[config.mk]
export PLATFORM = sky130hd
export DESIGN_NAME = free_list_slot_allocator_top_flat
export DESIGN_NICKNAME = d
export VERILOG_FILES = /design/src/design/fsa_pkg.sv /design/src/design/fsa_if.sv /design/src/design/fsa_store.sv /design/src/design/fsa_ctrl.sv /design/src/design/free_list_slot_allocator_top.sv /design/src/flat_wrapper.sv
export SDC_FILE = /design/constraint.sdc
export NUM_CORES = 2
export LEC_CHECK = 0
export BUFFER_PORTS_ARGS = -buffer_cell sky130_fd_sc_hd__buf_4
export CORE_MARGIN = 2
export CORE_UTILIZATION = 35
export CTS_BUF_LIST = sky130_fd_sc_hd__clkbuf_8 sky130_fd_sc_hd__clkbuf_16
export DETAILED_ROUTE_END_ITERATION = 8
export GPL_TIMING_DRIVEN = 0
export PLACE_DENSITY = 0.58
export SLEW_MARGIN = 0
export SYNTH_ARGS = -nofsm -noshare
export SYNTH_HDL_FRONTEND = slang
export SYNTH_MEMORY_MAX_BITS = 65536
export SYNTH_SLANG_ARGS = --single-unit
[constraint.sdc]
create_clock -name clk -period 17.4 [get_ports clk]
set_input_delay 0.87 -clock clk [delete_from_list [all_inputs] [get_ports clk]]
set_output_delay 0.87 -clock clk [all_outputs]
set_load 0.01 [all_outputs]
[src/design/fsa_pkg.sv]
`timescale 1ns / 1ps
`default_nettype none
package fsa_pkg;

	localparam int SLOT_COUNT_DEF = 256;
	localparam int SLOT_FIELD_W   = 8;
	localparam int PROFILE_W      = 8;

	typedef enum logic [1:0] {
		ACT_ALLOC = 2'd0,
		ACT_FREE  = 2'd1,
		ACT_QUERY = 2'd2
	} action_t;

	typedef enum logic [1:0] {
		ST_OK        = 2'd0,
		ST_FULL      = 2'd1,
		ST_NOT_ALIVE = 2'd2,
		ST_INVALID   = 2'd3
	} status_t;

	typedef enum logic {
		S_IDLE = 1'b0,
		S_EXEC = 1'b1
	} fsm_t;

	// strobes from the controller to the slot store
	typedef struct packed {
		logic rd_en;
		logic link_we;
		logic slot_we;
	} store_ctl_t;

endpackage
`default_nettype wire

[src/design/fsa_if.sv]
`timescale 1ns / 1ps
`default_nettype none
interface fsa_cmd_if;
	logic                                valid;
	logic                                ready;
	logic [1:0]                          action;
	logic [fsa_pkg::PROFILE_W-1:0]       profile_index;
	logic [fsa_pkg::SLOT_FIELD_W-1:0]    slot_index;

	modport source (output valid, action, profile_index, slot_index, input ready);
	modport sink (input valid, action, profile_index, slot_index, output ready);
endinterface

interface fsa_res_if;
	logic                                valid;
	logic                                ready;
	logic [1:0]                          status;
	logic [fsa_pkg::SLOT_FIELD_W-1:0]    slot_granted;
	logic [fsa_pkg::PROFILE_W-1:0]       profile_out;
	logic                                slot_alive;

	modport source (output valid, status, slot_granted, profile_out, slot_alive, input ready);
	modport sink (input valid, status, slot_granted, profile_out, slot_alive, output ready);
endinterface
`default_nettype wire

[src/design/fsa_store.sv]
`timescale 1ns / 1ps
`default_nettype none
module fsa_store #(
	parameter int SLOT_COUNT = fsa_pkg::SLOT_COUNT_DEF
) (
	input  wire                           clk,
	input  fsa_pkg::store_ctl_t           ctl,
	input  wire  [$clog2(SLOT_COUNT)-1:0] link_raddr,
	input  wire  [$clog2(SLOT_COUNT)-1:0] slot_raddr,
	input  wire  [$clog2(SLOT_COUNT)-1:0] link_waddr,
	input  wire  [$clog2(SLOT_COUNT+1)-1:0] link_wdata,
	input  wire  [$clog2(SLOT_COUNT)-1:0] slot_waddr,
	input  wire  [fsa_pkg::PROFILE_W:0]   slot_wdata,
	output logic [$clog2(SLOT_COUNT+1)-1:0] link_rdata,
	output logic [fsa_pkg::PROFILE_W:0]   slot_rdata
);

	localparam int PTR_W = $clog2(SLOT_COUNT + 1);
	localparam int ENT_W = fsa_pkg::PROFILE_W + 1;

	// free-list successor of each slot
	logic [PTR_W-1:0] link_mem [SLOT_COUNT];
	// {alive, profile} of each slot
	logic [ENT_W-1:0] slot_mem [SLOT_COUNT];

	logic [PTR_W-1:0] link_rd_q;
	logic [ENT_W-1:0] slot_rd_q;

	always_ff @(posedge clk) begin
		if (ctl.link_we) begin
			link_mem[link_waddr] <= link_wdata;
		end
		if (ctl.rd_en) begin
			link_rd_q <= link_mem[link_raddr];
		end
	end

	always_ff @(posedge clk) begin
		if (ctl.slot_we) begin
			slot_mem[slot_waddr] <= slot_wdata;
		end
		if (ctl.rd_en) begin
			slot_rd_q <= slot_mem[slot_raddr];
		end
	end

	assign link_rdata = link_rd_q;
	assign slot_rdata = slot_rd_q;

endmodule
`default_nettype wire

[src/design/fsa_ctrl.sv]
`timescale 1ns / 1ps
`default_nettype none
module fsa_ctrl #(
	parameter int SLOT_COUNT = fsa_pkg::SLOT_COUNT_DEF
) (
	input  wire                             clk,
	input  wire                             arst_n,
	fsa_cmd_if.sink                         cmd,
	fsa_res_if.source                       res,
	output fsa_pkg::store_ctl_t             ctl,
	output logic [$clog2(SLOT_COUNT)-1:0]   link_raddr,
	output logic [$clog2(SLOT_COUNT)-1:0]   slot_raddr,
	output logic [$clog2(SLOT_COUNT)-1:0]   link_waddr,
	output logic [$clog2(SLOT_COUNT+1)-1:0] link_wdata,
	output logic [$clog2(SLOT_COUNT)-1:0]   slot_waddr,
	output logic [fsa_pkg::PROFILE_W:0]     slot_wdata,
	input  wire  [$clog2(SLOT_COUNT+1)-1:0] link_rdata,
	input  wire  [fsa_pkg::PROFILE_W:0]     slot_rdata
);

	localparam int PTR_W = $clog2(SLOT_COUNT + 1);
	localparam int IDX_W = $clog2(SLOT_COUNT);
	localparam int PW    = fsa_pkg::PROFILE_W;
	localparam int SW    = fsa_pkg::SLOT_FIELD_W;
	localparam int CMP_W = (PTR_W > SW) ? PTR_W : SW;
	localparam logic [CMP_W-1:0] SLOTS_C = CMP_W'(SLOT_COUNT);

	fsa_pkg::fsm_t    state_q, state_d;
	fsa_pkg::action_t action_q;
	logic [PW-1:0]    prof_q;
	logic [SW-1:0]    sidx_q;

	logic [PTR_W-1:0] free_head_q, free_head_d;
	logic [PTR_W-1:0] high_water_q, high_water_d;
	logic [PTR_W-1:0] live_count_q, live_count_d;

	logic             res_valid_q;
	fsa_pkg::status_t status_q, status_d;
	logic [SW-1:0]    granted_q, granted_d;
	logic [PW-1:0]    prof_out_q, prof_out_d;
	logic             alive_out_q, alive_out_d;

	logic accept;
	logic exec_done;
	logic link_we_d, slot_we_d;

	logic [CMP_W-1:0] sidx_w, head_w, hw_w, live_w;
	logic             slot_known;
	logic             alive_now;

	assign accept    = cmd.valid && cmd.ready;
	// result register free, or emptied at this very edge
	assign exec_done = (state_q == fsa_pkg::S_EXEC) && (!res_valid_q || res.ready);

	// next state
	always_comb begin
		state_d = state_q;
		unique case (state_q)
			fsa_pkg::S_IDLE: begin
				if (accept) state_d = fsa_pkg::S_EXEC;
			end
			fsa_pkg::S_EXEC: begin
				if (exec_done) state_d = fsa_pkg::S_IDLE;
			end
			default: state_d = fsa_pkg::S_IDLE;
		endcase
	end

	// fsm outputs
	always_comb begin
		cmd.ready   = 1'b0;
		ctl.rd_en   = 1'b0;
		ctl.link_we = 1'b0;
		ctl.slot_we = 1'b0;
		unique case (state_q)
			fsa_pkg::S_IDLE: begin
				cmd.ready = 1'b1;
				ctl.rd_en = cmd.valid;
			end
			fsa_pkg::S_EXEC: begin
				ctl.link_we = exec_done && link_we_d;
				ctl.slot_we = exec_done && slot_we_d;
			end
			default: ;
		endcase
	end

	// reads go out with the transaction itself
	assign link_raddr = free_head_q[IDX_W-1:0];
	assign slot_raddr = IDX_W'(cmd.slot_index);

	assign sidx_w = CMP_W'(sidx_q);
	assign head_w = CMP_W'(free_head_q);
	assign hw_w   = CMP_W'(high_water_q);
	assign live_w = CMP_W'(live_count_q);

	// a slot from 1 up to below the mark has been written; slot 0 and slots at or beyond it read as not alive
	assign slot_known = (sidx_w != '0) && (sidx_w < hw_w);
	assign alive_now  = slot_known && slot_rdata[PW];

	always_comb begin
		status_d     = fsa_pkg::ST_OK;
		granted_d    = '0;
		prof_out_d   = '0;
		alive_out_d  = 1'b0;
		free_head_d  = free_head_q;
		high_water_d = high_water_q;
		live_count_d = live_count_q;
		link_we_d    = 1'b0;
		slot_we_d    = 1'b0;
		link_waddr   = free_head_q[IDX_W-1:0];
		link_wdata   = free_head_q;
		slot_waddr   = free_head_q[IDX_W-1:0];
		slot_wdata   = {1'b1, prof_q};
		unique case (action_q)
			fsa_pkg::ACT_ALLOC: begin
				if (live_w >= SLOTS_C || head_w >= SLOTS_C) begin
					status_d = fsa_pkg::ST_FULL;
				end else begin
					granted_d    = SW'(free_head_q);
					slot_we_d    = 1'b1;
					live_count_d = live_count_q + PTR_W'(1);
					if (free_head_q == high_water_q) begin
						high_water_d = high_water_q + PTR_W'(1);
						free_head_d  = free_head_q + PTR_W'(1);
					end else begin
						free_head_d = link_rdata;
					end
				end
			end
			fsa_pkg::ACT_FREE: begin
				if (sidx_w >= SLOTS_C) begin
					status_d = fsa_pkg::ST_INVALID;
				end else if (!alive_now) begin
					status_d = fsa_pkg::ST_NOT_ALIVE;
				end else begin
					// push onto the list, keep the last profile for queries
					slot_we_d    = 1'b1;
					slot_waddr   = IDX_W'(sidx_q);
					slot_wdata   = {1'b0, slot_rdata[PW-1:0]};
					link_we_d    = 1'b1;
					link_waddr   = IDX_W'(sidx_q);
					free_head_d  = PTR_W'(sidx_w);
					live_count_d = live_count_q - PTR_W'(1);
				end
			end
			fsa_pkg::ACT_QUERY: begin
				if (!slot_known) begin
					status_d = fsa_pkg::ST_INVALID;
				end else begin
					prof_out_d  = slot_rdata[PW-1:0];
					alive_out_d = slot_rdata[PW];
				end
			end
			default: status_d = fsa_pkg::ST_INVALID;
		endcase
	end

	always_ff @(posedge clk or negedge arst_n) begin
		if (!arst_n) begin
			state_q      <= fsa_pkg::S_IDLE;
			free_head_q  <= PTR_W'(1);
			high_water_q <= PTR_W'(1);
			live_count_q <= PTR_W'(1);
			res_valid_q  <= 1'b0;
		end else begin
			state_q <= state_d;
			if (exec_done) begin
				free_head_q  <= free_head_d;
				high_water_q <= high_water_d;
				live_count_q <= live_count_d;
			end
			if (exec_done) begin
				res_valid_q <= 1'b1;
			end else if (res.ready) begin
				res_valid_q <= 1'b0;
			end
		end
	end

	always_ff @(posedge clk) begin
		if (accept) begin
			action_q <= fsa_pkg::action_t'(cmd.action);
			prof_q   <= cmd.profile_index;
			sidx_q   <= cmd.slot_index;
		end
		if (exec_done) begin
			status_q    <= status_d;
			granted_q   <= granted_d;
			prof_out_q  <= prof_out_d;
			alive_out_q <= alive_out_d;
		end
	end

	assign res.valid        = res_valid_q;
	assign res.status       = status_q;
	assign res.slot_granted = granted_q;
	assign res.profile_out  = prof_out_q;
	assign res.slot_alive   = alive_out_q;

endmodule
`default_nettype wire

[src/design/free_list_slot_allocator_top.sv]
// free list slot allocator
//
// cmd channel: one transaction per operation (allocate, free or query a slot);
//   allocate records profile_index in the granted slot, free and query use
//   slot_index. slot 0 is the reserved stub and is never handed out.
// res channel: exactly one transaction per cmd transaction, in order, with
//   status, granted slot, stored profile and alive flag.
// result: the operation is accepted in idle, then its result is registered
//   in the execute state once the result register is free or emptied.
//   the next cmd is taken only once the last one leaves execute, as set by
//   the read-modify-write of the link and slot memories (read with the
//   transaction, write back in the execute cycle).
// only one operation is in flight, so a write back always lands before the
//   next read is issued and no forwarding is needed.
// stall: a waiting result does not block the next cmd transaction; that
//   operation then holds in its execute cycle until the result is taken.
// reset: free head, high-water mark and live count return to 1; memories are
//   not cleared, slots at or beyond the high-water mark read as not alive, so
//   the block is ready as soon as reset is released, with no clearing pass.
`timescale 1ns / 1ps
`default_nettype none
module free_list_slot_allocator_top #(
	parameter int SLOT_COUNT = fsa_pkg::SLOT_COUNT_DEF
) (
	input wire        clk,
	input wire        arst_n,
	fsa_cmd_if.sink   cmd,
	fsa_res_if.source res
);

	localparam int PTR_W = $clog2(SLOT_COUNT + 1);
	localparam int IDX_W = $clog2(SLOT_COUNT);

	fsa_pkg::store_ctl_t         ctl;
	logic [IDX_W-1:0]            link_raddr, slot_raddr, link_waddr, slot_waddr;
	logic [PTR_W-1:0]            link_wdata, link_rdata;
	logic [fsa_pkg::PROFILE_W:0] slot_wdata, slot_rdata;

	// sequencing, pointers, status decode and the result register
	fsa_ctrl #(
		.SLOT_COUNT(SLOT_COUNT)
	) u_ctrl (
		.clk       (clk),
		.arst_n    (arst_n),
		.cmd       (cmd),
		.res       (res),
		.ctl       (ctl),
		.link_raddr(link_raddr),
		.slot_raddr(slot_raddr),
		.link_waddr(link_waddr),
		.link_wdata(link_wdata),
		.slot_waddr(slot_waddr),
		.slot_wdata(slot_wdata),
		.link_rdata(link_rdata),
		.slot_rdata(slot_rdata)
	);

	// link memory and {alive, profile} memory, registered reads
	fsa_store #(
		.SLOT_COUNT(SLOT_COUNT)
	) u_store (
		.clk       (clk),
		.ctl       (ctl),
		.link_raddr(link_raddr),
		.slot_raddr(slot_raddr),
		.link_waddr(link_waddr),
		.link_wdata(link_wdata),
		.slot_waddr(slot_waddr),
		.slot_wdata(slot_wdata),
		.link_rdata(link_rdata),
		.slot_rdata(slot_rdata)
	);

endmodule
`default_nettype wire

[src/flat_wrapper.sv]
// flat-port wrapper written by rule: the top's interface ports become plain ports
module free_list_slot_allocator_top_flat 
#(
	parameter int SLOT_COUNT = fsa_pkg::SLOT_COUNT_DEF
)
  (clk, arst_n, cmd_valid, cmd_action, cmd_profile_index, cmd_slot_index, cmd_ready, res_valid, res_status, res_slot_granted, res_profile_out, res_slot_alive, res_ready);
  fsa_cmd_if cmd_i ();
  fsa_res_if res_i ();
  input wire clk;
  input wire arst_n;
  input wire logic [$bits(cmd_i.valid)-1:0] cmd_valid;
  input wire logic [$bits(cmd_i.action)-1:0] cmd_action;
  input wire logic [$bits(cmd_i.profile_index)-1:0] cmd_profile_index;
  input wire logic [$bits(cmd_i.slot_index)-1:0] cmd_slot_index;
  output wire logic [$bits(cmd_i.ready)-1:0] cmd_ready;
  output wire logic [$bits(res_i.valid)-1:0] res_valid;
  output wire logic [$bits(res_i.status)-1:0] res_status;
  output wire logic [$bits(res_i.slot_granted)-1:0] res_slot_granted;
  output wire logic [$bits(res_i.profile_out)-1:0] res_profile_out;
  output wire logic [$bits(res_i.slot_alive)-1:0] res_slot_alive;
  input wire logic [$bits(res_i.ready)-1:0] res_ready;
  assign cmd_i.valid = cmd_valid;
  assign cmd_i.action = cmd_action;
  assign cmd_i.profile_index = cmd_profile_index;
  assign cmd_i.slot_index = cmd_slot_index;
  assign cmd_ready = cmd_i.ready;
  assign res_valid = res_i.valid;
  assign res_status = res_i.status;
  assign res_slot_granted = res_i.slot_granted;
  assign res_profile_out = res_i.profile_out;
  assign res_slot_alive = res_i.slot_alive;
  assign res_i.ready = res_ready;
  free_list_slot_allocator_top #(.SLOT_COUNT(SLOT_COUNT)) u_core (.clk(clk), .arst_n(arst_n), .cmd(cmd_i), .res(res_i));
endmodule
==> flow_summary.json <==
{
  "use_met2_pct": 33.5,
  "hold_path_depth": 1,
  "hold_violations": 0,
  "clk_pin_slew_ns": 0.06,
  "drive_gt1_share_pct": 24.6,
  "grt_usage_pct": 21.4,
  "portBuffers": 42,
  "firstDrtPassIters": 9,
  "rsz0062_at_grt": "no",
  "finalPower_uw": 30700,
  "postRouteAntennaNets": 0,
  "clk_latency_ns": 1.06,
  "ys_seq_elements": 4692,
  "ys_async_sr_fraction_pct": 0.618,
  "cts_buffers": 462,
  "report.final.slew_viol_count": 97,
  "fin_nets": 9019,
  "post_cts.repair.setup_buffers": 0,
  "overflow": 0,
  "fin_ws_ns": 10.07,
  "regArea_sq_mm": 0.141,
  "place_congestion": 0.906,
  "crit_arrival_ns": 8.00,
  "max_freq_mhz": 136,
  "place_worst_setup_slack_ns": 10.36,
  "grt_use_met3_pct": 4.87,
  "critPathKind": "flop to flop",
  "drc_errors": 2,
  "hold_path_end": "u_core.u_ctrl.sidx_q[0]",
  "yosysSeqAreaShare_pct": 77.4,
  "yosys.cell_types.count": 72,
  "cts_tree": "done",
  "post_drt_wl_per_cell_microns": 35.5,
  "synthTopCellsByCount": "edfxtp_1 (4663), mux4_2 (1156), nor2_1 (588)",
  "cts_sinks": 4692,
  "dieWidth_microns": 725,
  "max-slew-margin-rel_pct": -11.7,
  "rows": 264,
  "violations": "DRC, capacitance limit, slew limit",
  "tns_ns": 0,
  "synth_top_flop_cell": "edfxtp_1",
  "core-area_sq_mm": 0.517,
  "final_area_sq_mm": 0.208,
  "grtUsageMet1_pct": 28.6,
  "start_util_pct": 35.2,
  "die_h_microns": 725,
  "yosys-top-cells-area": "edfxtp_1 (77%), mux4_2 (14%), mux2i_1 (1.8%)",
  "syn2layout_area_growth_pct": 14.4,
  "critPathLaunchType": "flop",
  "synth_edf_count": 4663,
  "synth-warning-count": 0,
  "worstRegToRegCells": 10,
  "r2r_end": "u_core.u_store.link_rdata[8]",
  "totalWireLength_mm": 579,
  "grt_pass1_wl_mm": 782,
  "pin_count": 43,
  "via_count": 94789,
  "outcome": "finished with violations",
  "htreeDepth": 5,
  "grt_antenna_before_repair": 47,
  "clockBufferDepth": 4,
  "r2r_setup_slack_ns": 10.07,
  "hold_path_class": "input pin to flop",
  "dpl-instance-area_sq_mm": 0.193,
  "p_leak_uw": 0.0641,
  "die_area_sq_mm": 0.525,
  "fin_crit_sh_pct": 42.1,
  "yosysTopAreaCellShare_pct": 77.0,
  "grt_max_degree": 136,
  "power_density_mw_per_mm2": 148,
  "vdd_drop_max_mv": 0.125,
  "routed_via_density": 5.81,
  "hpwlAfterDp_mm": 384,
  "skew_ns": 0.137,
  "multi_input_area_sq_mm": 0.0388,
  "grt_pass1_vias": 93069,
  "yosysMostFrequentCell": "edfxtp_1",
  "yosys.area.top_type": "edfxtp_1",
  "finalSetupViolCount": 0,
  "netlist_area_sq_mm": 0.182,
  "crit_path_end_kind": "flop",
  "final.min_clock_period_ns": 7.33,
  "critPathMaxFanout": 90,
  "syn_avg_cell_area_sq_um": 21.7,
  "synthCells": 8378,
  "tightest_slew_ns": 1.68,
  "crit_required_ns": 18.07,
  "utilization_pct": 40.2,
  "min_from": "cmd_slot_index[0]",
  "fillers": 45473,
  "cts-root-buf": "clkbuf_16",
  "r2r-start": "u_core.u_ctrl.link_wdata[3]",
  "busiest_layer": "met2",
  "cap_violations": 12,
  "drtIter0Drc": 14602
}
## placed cells by master, fill, tap and decap left out, types with 35 or more instances in the layout
master	netlist	layout
buf_16	0	51
clkinv_1	2	115
o21ai_0	86	86
a211oi_1	35	35
nand2b_1	40	40
nor2_1	588	588
a221oi_1	42	42
buf_1	43	36
mux2i_1	335	321
a22oi_1	140	140
clkbuf_16	0	466
buf_4	53	97
clkbuf_1	221	181
mux4_2	1156	1156
inv_1	16	96
clkbuf_2	1	41
clkinv_2	0	102
o22ai_1	70	70
bufinv_16	0	48
nand3_1	65	65
buf_2	178	185
nand2_1	122	114
edfxtp_1	4663	4663
a21oi_1	135	128
## timing repair
| item | in CTS | in global routing |
|---|---|---|
| gates resized for setup | 0 | 0 |
| hold buffers | 11 | 0 |
| hold endpoints to repair | 36 | 0 |
## worst max-delay path, cell delays in order (launching register included)
cell      delay, ns
dfrtp_4        1.11
buf_16         0.37
clkbuf_1       1.05
nor2_1         0.40
clkbuf_1       0.61
clkbuf_2       0.65
a22o_1         0.49
a221oi_1       0.29
o22ai_1        0.20
o311ai_1       1.29
nand4_1        0.39
## worst max path at each step
stage,startpoint,end,depth (start not counted)
after floorplan,u_core.u_ctrl.sidx_q[6],u_core.u_store.slot_mem[0][0],11
after global placement,u_core.u_ctrl.link_wdata[4],u_core.u_store.slot_mem[213][1],8
after detailed placement,u_core.u_ctrl.link_wdata[4],u_core.u_store.slot_mem[213][6],10
after CTS,u_core.u_ctrl.link_wdata[4],u_core.u_store.slot_mem[213][3],10
after global routing,u_core.u_ctrl.link_wdata[4],u_core.u_store.slot_mem[213][6],10
final,u_core.u_ctrl.link_wdata[3],u_core.u_store.link_rdata[8],10
## through the flow
step / instances / hold slack, ns
final: 16307 / 0.119
after global routing: 16290 / 0.109
after detailed placement: 15420 / 0.491
after global placement: 15344 / 0.491
after CTS: 16286 / 0.0578
after floorplan: 8386 / 0.455
## cells by family (layout without fill, tap and decap cells)
kind of cell / count (synthesis) / in the layout / share of synthesized area [%]
xor gates and xnor gates: 28 / 28 / 0.135
DFF: 4692 / 4692 / 77.4
and+or+nand+nor: 945 / 945 / 2.26
adders and majority gates: 17 / 17 / 0.121
AOI/OAI and AO/OA: 657 / 657 / 2.44
other: 1 / 29 / 0.00206
muxes: 1505 / 1505 / 16.3
buffers and inverters: 533 / 1518 / 1.40
## sequential cells by signal, summed over array words and instances (netlist names), 2 cells and up
| register | cells |
|---|---|
| u_core.u_ctrl.prof_q | 8 |
| u_core.u_ctrl.live_count_q | 9 |
| u_core.u_store.slot_mem | 2304 |
| u_core.u_ctrl.high_water_q | 9 |
| u_core.u_ctrl.action_q | 2 |
| u_core.u_ctrl.res.profile_out | 8 |
| u_core.u_store.slot_rdata | 9 |
| u_core.u_ctrl.res.status | 2 |
| u_core.u_ctrl.res.slot_granted | 8 |
| u_core.u_store.link_mem | 2304 |
| u_core.u_store.link_rdata | 9 |
| u_core.u_ctrl.sidx_q | 8 |
| u_core.u_ctrl.link_wdata | 9 |
## power by group
part           internal, uW  total [uW]  switching [uW]
logic                  2110        7210            5100
clock network          5570        9950            4380
registers             13300       13600             232
total                 21000       30700            9710
## routing by layer
layer  vias to the layer above  share of wire (%)
met5                         -              0.080
met4                        14                5.4
met3                      1142                 10
met2                      5986                 46
met1                     51200                 38
li1                      36447                  -
## layout make-up
cell class	instances	share of cell area, %
buffer	513	1.22
antenna	20	0.0240
sequential	4692	67.7
clock inverter	389	1.59
clock buffer	466	5.60
multi-input combinational	3161	18.7
inverter	20	0.0373
tap	6916	4.16
timing repair buffer	130	1.05
Power figures use the tool's default switching activity.
